--- src/sv/sidm_pkg.sv ---
// Package for the stream id map table: sizes, command and status codes, FSM states.
// No dependencies.
`timescale 1ns / 1ps

package sidm_pkg;

  localparam int MAP_ENTRIES = 8;
  localparam int KEY_W       = 32;
  localparam int TRK_W       = 8;
  localparam int IDX_W       = (MAP_ENTRIES > 1) ? $clog2(MAP_ENTRIES) : 1;
  localparam int CNT_W       = $clog2(MAP_ENTRIES + 1);
  localparam int ENT_W       = KEY_W + TRK_W;

  typedef enum logic {
    CMD_REGISTER = 1'b0,
    CMD_LOOKUP   = 1'b1
  } cmd_e;

  typedef enum logic [1:0] {
    ST_OK   = 2'd0,
    ST_FULL = 2'd1,
    ST_MISS = 2'd2
  } status_e;

  typedef enum logic [2:0] {
    S_IDLE,
    S_READ,
    S_CMP,
    S_DECIDE,
    S_OUT
  } state_e;

endpackage

--- src/sv/sidm_if.sv ---
// Valid/ready channel interfaces for command beats and result beats.
// Depends on sidm_pkg.
`timescale 1ns / 1ps

interface sidm_in_if
  import sidm_pkg::*;
();
  logic             valid;
  logic             ready;
  logic             cmd;
  logic [KEY_W-1:0] source_id;
  logic [TRK_W-1:0] track_id;

  modport source (output valid, output cmd, output source_id, output track_id, input ready);
  modport sink   (input valid, input cmd, input source_id, input track_id, output ready);
endinterface

interface sidm_out_if
  import sidm_pkg::*;
();
  logic             valid;
  logic             ready;
  logic [1:0]       status;
  logic [TRK_W-1:0] found_track;

  modport source (output valid, output status, output found_track, input ready);
  modport sink   (input valid, input status, input found_track, output ready);
endinterface

--- src/sv/sidm_ram.sv ---
// Simple dual-port RAM: one write port, one read port with registered data.
// No dependencies.
`timescale 1ns / 1ps

module sidm_ram #(
  parameter int DEPTH = 8,
  parameter int WIDTH = 40
) (
  input  logic                                       clk_i,
  input  logic                                       we_i,
  input  logic [((DEPTH > 1) ? $clog2(DEPTH) : 1)-1:0] waddr_i,
  input  logic [WIDTH-1:0]                           wdata_i,
  input  logic [((DEPTH > 1) ? $clog2(DEPTH) : 1)-1:0] raddr_i,
  output logic [WIDTH-1:0]                           rdata_o
);

  logic [WIDTH-1:0] mem [DEPTH];

  always_ff @(posedge clk_i) begin
    if (we_i) begin
      mem[waddr_i] <= wdata_i;
    end
  end

  always_ff @(posedge clk_i) begin
    rdata_o <= mem[raddr_i];
  end

endmodule

--- src/sv/stream_id_map_table.sv ---
// Stream id map table top: maps a 32-bit source id to an 8-bit track id.
// Depends on sidm_pkg, sidm_if (channels) and sidm_ram (entry store).
// Flow: the input beat is taken in S_IDLE; each occupied slot scanned passes S_READ
//   then S_CMP; a hit goes straight to S_OUT, a scan that ends without a hit (or an
//   empty table) goes through S_DECIDE to S_OUT; a hit stops the scan early.
// Commands: one at a time; a new beat is taken only back in S_IDLE. The scan is set
//   by the single RAM read port: a read state plus a compare state per slot.
// Reset: async active low; clears the fill count (table empty) and the FSM. RAM
//   contents are not cleared; slots at or above the fill count are never compared.
`timescale 1ns / 1ps

module stream_id_map_table
  import sidm_pkg::*;
(
  input  logic         clk_i,
  input  logic         rst_ni,
  sidm_in_if.sink      in_i,
  sidm_out_if.source   out_o
);

  // Slots fill lowest-first and are never removed, so occupied slots are
  // exactly 0 .. fill_cnt-1; the count stands in for per-slot valid bits.
  state_e             state_q, state_d;
  logic [CNT_W-1:0]   fill_cnt_q, fill_cnt_d;
  logic [CNT_W-1:0]   idx_q, idx_d;
  logic [CNT_W-1:0]   idx_nxt;

  // Captured command beat
  logic               cmd_q;
  logic [KEY_W-1:0]   key_q;
  logic [TRK_W-1:0]   trk_q;

  // Pending result, then output register
  status_e            res_status_q, res_status_d;
  logic [TRK_W-1:0]   res_track_q, res_track_d;
  logic               out_valid_q, out_valid_d;
  logic [1:0]         out_status_q;
  logic [TRK_W-1:0]   out_track_q;

  // RAM port signals
  logic               ram_we;
  logic [IDX_W-1:0]   ram_waddr;
  logic [ENT_W-1:0]   ram_wdata;
  logic [ENT_W-1:0]   ram_rdata;
  logic               hit;
  logic               in_fire;
  logic               out_load;

  sidm_ram #(
    .DEPTH (MAP_ENTRIES),
    .WIDTH (ENT_W)
  ) u_ram (
    .clk_i   (clk_i),
    .we_i    (ram_we),
    .waddr_i (ram_waddr),
    .wdata_i (ram_wdata),
    .raddr_i (idx_q[IDX_W-1:0]),
    .rdata_o (ram_rdata)
  );

  assign in_i.ready = (state_q == S_IDLE);
  assign in_fire    = in_i.valid && in_i.ready;
  assign out_load   = (state_q == S_OUT) && (!out_valid_q || out_o.ready);

  // Key compare against the slot read in the previous cycle
  assign hit     = (ram_rdata[ENT_W-1:TRK_W] == key_q);
  assign idx_nxt = CNT_W'(idx_q + 1'b1);

  // Next state
  always_comb begin
    state_d = state_q;
    case (state_q)
      S_IDLE: begin
        if (in_fire) begin
          state_d = (fill_cnt_q == '0) ? S_DECIDE : S_READ;
        end
      end
      S_READ:   state_d = S_CMP;
      S_CMP: begin
        if (hit) begin
          state_d = S_OUT;
        end else if (idx_nxt == fill_cnt_q) begin
          state_d = S_DECIDE;
        end else begin
          state_d = S_READ;
        end
      end
      S_DECIDE: state_d = S_OUT;
      S_OUT: begin
        if (out_load) begin
          state_d = S_IDLE;
        end
      end
      default:  state_d = S_IDLE;
    endcase
  end

  // Datapath and RAM write control
  always_comb begin
    idx_d        = idx_q;
    fill_cnt_d   = fill_cnt_q;
    res_status_d = res_status_q;
    res_track_d  = res_track_q;
    ram_we       = 1'b0;
    ram_waddr    = idx_q[IDX_W-1:0];
    ram_wdata    = {key_q, trk_q};
    case (state_q)
      S_IDLE: begin
        idx_d = '0;
      end
      S_CMP: begin
        if (hit) begin
          res_status_d = ST_OK;
          if (cmd_q == CMD_REGISTER) begin
            // Known key: overwrite track id in place
            ram_we      = 1'b1;
            res_track_d = '0;
          end else begin
            res_track_d = ram_rdata[TRK_W-1:0];
          end
        end else begin
          idx_d = idx_nxt;
        end
      end
      S_DECIDE: begin
        res_track_d = '0;
        if (cmd_q == CMD_LOOKUP) begin
          res_status_d = ST_MISS;
        end else if (fill_cnt_q == CNT_W'(MAP_ENTRIES)) begin
          res_status_d = ST_FULL;
        end else begin
          // New key goes to the lowest free slot
          res_status_d = ST_OK;
          ram_we       = 1'b1;
          ram_waddr    = fill_cnt_q[IDX_W-1:0];
          fill_cnt_d   = CNT_W'(fill_cnt_q + 1'b1);
        end
      end
      default: begin
      end
    endcase
  end

  always_comb begin
    out_valid_d = out_valid_q;
    if (out_load) begin
      out_valid_d = 1'b1;
    end else if (out_o.ready) begin
      out_valid_d = 1'b0;
    end
  end

  always_ff @(posedge clk_i or negedge rst_ni) begin
    if (!rst_ni) begin
      state_q      <= S_IDLE;
      fill_cnt_q   <= '0;
      idx_q        <= '0;
      out_valid_q  <= 1'b0;
      res_status_q <= ST_OK;
    end else begin
      state_q      <= state_d;
      fill_cnt_q   <= fill_cnt_d;
      idx_q        <= idx_d;
      out_valid_q  <= out_valid_d;
      res_status_q <= res_status_d;
    end
  end

  always_ff @(posedge clk_i) begin
    res_track_q <= res_track_d;
    if (in_fire) begin
      cmd_q <= in_i.cmd;
      key_q <= in_i.source_id;
      trk_q <= in_i.track_id;
    end
    if (out_load) begin
      out_status_q <= res_status_q;
      out_track_q  <= res_track_q;
    end
  end

  assign out_o.valid       = out_valid_q;
  assign out_o.status      = out_status_q;
  assign out_o.found_track = out_track_q;

endmodule

--- src/flat_wrapper.sv ---
// flat-port wrapper written by rule: the top's interface ports become plain ports
module stream_id_map_table_flat import sidm_pkg::*;
  (clk_i, rst_ni, in_i_valid, in_i_cmd, in_i_source_id, in_i_track_id, in_i_ready, out_o_valid, out_o_status, out_o_found_track, out_o_ready);
  sidm_in_if in_i_i ();
  sidm_out_if out_o_i ();
  input  logic clk_i;
  input  logic rst_ni;
  input wire logic [$bits(in_i_i.valid)-1:0] in_i_valid;
  input wire logic [$bits(in_i_i.cmd)-1:0] in_i_cmd;
  input wire logic [$bits(in_i_i.source_id)-1:0] in_i_source_id;
  input wire logic [$bits(in_i_i.track_id)-1:0] in_i_track_id;
  output wire logic [$bits(in_i_i.ready)-1:0] in_i_ready;
  output wire logic [$bits(out_o_i.valid)-1:0] out_o_valid;
  output wire logic [$bits(out_o_i.status)-1:0] out_o_status;
  output wire logic [$bits(out_o_i.found_track)-1:0] out_o_found_track;
  input wire logic [$bits(out_o_i.ready)-1:0] out_o_ready;
  assign in_i_i.valid = in_i_valid;
  assign in_i_i.cmd = in_i_cmd;
  assign in_i_i.source_id = in_i_source_id;
  assign in_i_i.track_id = in_i_track_id;
  assign in_i_ready = in_i_i.ready;
  assign out_o_valid = out_o_i.valid;
  assign out_o_status = out_o_i.status;
  assign out_o_found_track = out_o_i.found_track;
  assign out_o_i.ready = out_o_ready;
  stream_id_map_table u_core (.clk_i(clk_i), .rst_ni(rst_ni), .in_i(in_i_i), .out_o(out_o_i));
endmodule
--- config.mk ---
export PLATFORM = sky130hd
export DESIGN_NAME = stream_id_map_table_flat
export DESIGN_NICKNAME = d
export VERILOG_FILES = /design/src/sv/sidm_pkg.sv /design/src/sv/sidm_if.sv /design/src/sv/sidm_ram.sv /design/src/sv/stream_id_map_table.sv /design/src/flat_wrapper.sv
export SDC_FILE = /design/constraint.sdc
export NUM_CORES = 1
export LEC_CHECK = 0
export ABC_CLOCK_PERIOD_IN_PS = 4000
export BUFFER_PORTS_ARGS = -buffer_cell sky130_fd_sc_hd__buf_2
export CORE_MARGIN = 10
export CORE_UTILIZATION = 45
export CTS_BUF_LIST = sky130_fd_sc_hd__clkbuf_16
export CTS_CLUSTER_SIZE = 28
export DETAILED_ROUTE_END_ITERATION = 12
export PLACE_DENSITY = 0.67
export SLEW_MARGIN = 20
export SYNTH_ARGS = -nofsm -noshare
export SYNTH_HDL_FRONTEND = slang
export SYNTH_SLANG_ARGS = --single-unit
--- constraint.sdc ---
create_clock -name clk_i -period 4 [get_ports clk_i]
set_clock_uncertainty 0.2 [all_clocks]
set_input_delay 0.2 -clock clk_i [delete_from_list [all_inputs] [get_ports clk_i]]
set_output_delay 0.2 -clock clk_i [all_outputs]
set_load 0.005 [all_outputs]
==> impl_metrics.tcl <==
set metrics [dict create \
    outcome "completed" \
    reg2reg_slack_ns 0.53 \
    num_vias 7059 \
    grtUsageTotal_pct 13.3 \
    cts.path.max_buffers 3 \
    fp.coreArea_mm2 0.0348 \
    die_height_um 208 \
    syn_nets 768 \
    hold_class "in2reg" \
    synth_edf_count 379 \
    htreeDepth 2 \
    clk_latency_ns 0.53 \
    gp_congestion 0.729 \
    setup_viol 0 \
    postRouteAntennaNets 0 \
    dp_slack_ns 0.480 \
    die_width_um 208 \
    port_buffers 56 \
    cts-root-buf "clkbuf_16" \
    totalWireLength_mm 29.2 \
    dieArea_mm2 0.0434 \
    drc 0 \
    cts_resized 0 \
    cp-end-kind "register" \
    drt_iter0_drc 476 \
    switching_share_pct 24.9 \
    synth-simple-area-share_pct 2.63 \
    synth-async-reset-ratio_pct 3.23 \
    synth_compound_area_share_pct 0.722 \
    hold_depth 2 \
    reg2reg_depth 6 \
    r2r-end "u_core.u_ram.mem[3][0]$_DFFE_PP_" \
    finalHoldViolCount 0 \
    ys_warn_count 0 \
    synth.top_cells.by_area "edfxtp_1, mux4_2, dfxtp_1, mux2_2, dfrtp_1" \
    overflow 0 \
    initial_core_util_pct 45.8 \
    synth_top_area_share_pct 71.3 \
    power.leakage_uw 0.00627 \
    min_period_ns 3.47 \
    place.detailed.hpwl_mm 17.3 \
    clkPwrFrac_pct 33.3 \
    area_growth_pct 17.8 \
    n_antenna_cell 0 \
    netlist_area_mm2 0.0160 \
    cts_tree "built" \
    grt_pass1_wl_mm 45.3 \
    cts_sinks 433 \
    fillerInstances 2616 \
    critPathMaxFanout 13 \
    fin_ws_ns 0.526 \
    avgSynthCellArea_um2 22.2 \
    hold_path_startpoint "in_i_source_id[13]" \
    layout_common_cells "edfxtp_1, mux4_2, buf_2, clkbuf_16, dlygate4sd3_1" \
    synthMuxAreaShare_pct 14.5 \
    grt_pass1_vias 7612 \
    cts_made_buffers 44 \
    synth-seq-cells 433 \
    rsz0062_at_grt "false" \
    vias_per_cell 5.23 \
    setup_tns_ns 0 \
    yosysSeqAreaShare_pct 78.6 \
    fmax_mhz 288 \
    power-per-cell-area_mw_per_mm2 632 \
    finalCritPeriodShare_pct 86.9 \
    holdPathEnd "u_core.key_q[13]$_DFFE_PP_" \
    p_comb_share_pct 16.7 \
    maxSlewHeadroom_pct 51.9 \
    p_int_uw 8910 \
    synth_top_family_by_area "multiplexers" \
    nNetsFinal 909 \
    synth_xor_area_share_pct 2.25 \
    power_frac_seq_pct 50.0 \
    cp_data_arrival_time_ns 3.49 \
    synth_cells 720 \
    rows 68 \
    r2r-start "u_core.key_q[14]$_DFFE_PP_" \
    switchingPower_uw 2960 \
    synthAdderAreaFrac_pct 0.235 \
    yosysTopAreaCell "edfxtp_1" \
    slew_violations 0 \
    critPathKind "reg2reg" \
    cap_viol_max_count 0 \
    ir_worst_vdd_uv 265 \
    io_pins 57 \
    first_pass_iters 4 \
    yosysUniqueCellTypes 44 \
    tightest_slew_ns 0.718 \
    final_common_cell "edfxtp_1" \
    antenna_found_initial 1 \
    synth_flop_cell "edfxtp_1" \
    drive_above_1_share_pct 31.4 \
    routedWlPerCell_um 21.6 \
    critPathLaunchType "register" \
    grt_max_degree 71 \
    crit_required_ns 4.02 \
    path_clk_slew_ns 0.06 \
]
-- registers in the layout, indices dropped and copies added (netlist names) --
name and count:
u_core.u_ram.mem 320, u_core.u_ram.rdata_o 40, u_core.key_q 32, u_core.out_o.found_track 8, u_core.res_track_q 8, u_core.trk_q 8
u_core.fill_cnt_q 4, u_core.idx_q 4, u_core.state_q 3, u_core.out_o.status 2, u_core.res_status_q 2, u_core.cmd_q 1
u_core.out_o.valid 1
-- through the flow --
| stage | power, µW | instance area (µm²) | util, % | hold slack [ns] | instances |
|---|---|---|---|---|---|
| after floorplan | 7390 | 16000 | - | -0.296 | 720 |
| after global placement | 8000 | 16900 | 48.6 | -0.0879 | 1225 |
| after detailed placement | 8020 | 16900 | 48.6 | -0.0837 | 1225 |
| after CTS | 12000 | 18800 | 54.0 | 0.162 | 1350 |
| after global routing | 12400 | 18800 | 54.0 | 0.178 | 1350 |
| final | 11900 | 18800 | 54.0 | 0.184 | 1350 |
-- worst max path at each step --
stage / startpoint / cells past startpoint / slack, ns / end
floorplan: u_core.fill_cnt_q[0]$_DFFE_PN0N_ / 7 / 0.73 / u_core.u_ram.mem[0][0]$_DFFE_PP_
global placement: u_core.key_q[17]$_DFFE_PP_ / 6 / 0.57 / u_core.u_ram.mem[3][7]$_DFFE_PP_
detailed placement: u_core.key_q[14]$_DFFE_PP_ / 6 / 0.48 / u_core.u_ram.mem[2][4]$_DFFE_PP_
CTS: u_core.key_q[14]$_DFFE_PP_ / 6 / 0.46 / u_core.u_ram.mem[2][10]$_DFFE_PP_
global route: u_core.key_q[17]$_DFFE_PP_ / 6 / 0.36 / u_core.u_ram.mem[3][5]$_DFFE_PP_
finish: u_core.key_q[14]$_DFFE_PP_ / 6 / 0.53 / u_core.u_ram.mem[3][0]$_DFFE_PP_
-- power groups by stage --
stage / Sequential, µW / Clock, µW / Combinational, µW
floorplan: 5810 / 0 / 1590
global placement: 6010 / 0 / 1990
detailed placement: 6030 / 0 / 1990
CTS: 5940 / 4040 / 2040
global route: 5990 / 4230 / 2170
finish: 5930 / 3960 / 1980
-- worst max-delay path, cell delays in order (launching register included) --
cell and delay [ns]:
edfxtp_1 0.52, xor2_1 0.21, nor4_1 0.57, nand4_1 0.43, o32ai_4 0.42, and3_2 0.51, buf_4 0.30
-- layout make-up --
type | count | area, µm² | share of cell area, %
inverters | 7 | 26.3 | 0.140
repair buffers | 125 | 986 | 5.25
flip-flops and latches | 433 | 12500 | 66.8
clock inverters | 35 | 280 | 1.49
clock buffers | 45 | 1130 | 5.99
well taps | 455 | 569 | 3.03
multi-input cells | 250 | 3260 | 17.3
-- layer usage --
metal / share of wire (%) / track usage (%) / wire, µm / vias up
li1: - / - / - / 3209
met1: 45 / 18.4 / 13300 / 3658
met2: 49 / 21.5 / 14200 / 153
met3: 4.4 / 2.20 / 1270 / 39
met4: 1.5 / 3.46 / 441 / 0
met5: 0 / 0 / 0 / -
-- synth_stat cells, drive strengths merged, types with 2 or more instances --
cell type  count
inv            7
dfrtp         14
buf           18
xor2          36
a21oi          4
nand2         10
ha             3
or3b           2
xnor2          5
nor2           9
and2           2
or3            2
mux2          41
nor4           8
nand4          4
mux2i          5
and3          16
dfxtp         40
o21ai          4
nand3          3
clkbuf        12
nand3b         4
edfxtp       379
mux4          80
-- repair_timing --
item                      in CTS  in global routing
buffers inserted               0                  0
hold buffers                  45                  0
hold endpoints to repair      59                  0
-- logic make-up (layout without fill, tap and decap cells) --
kind of cell,after synthesis,after routing
flops,433,433
compound gates,14,14
mux,126,126
simple gates,66,66
buf+inv,37,212
xor+xnor,41,41
fa+ha+maj,3,3
Note: power is estimated with default switching activity, not from simulation.
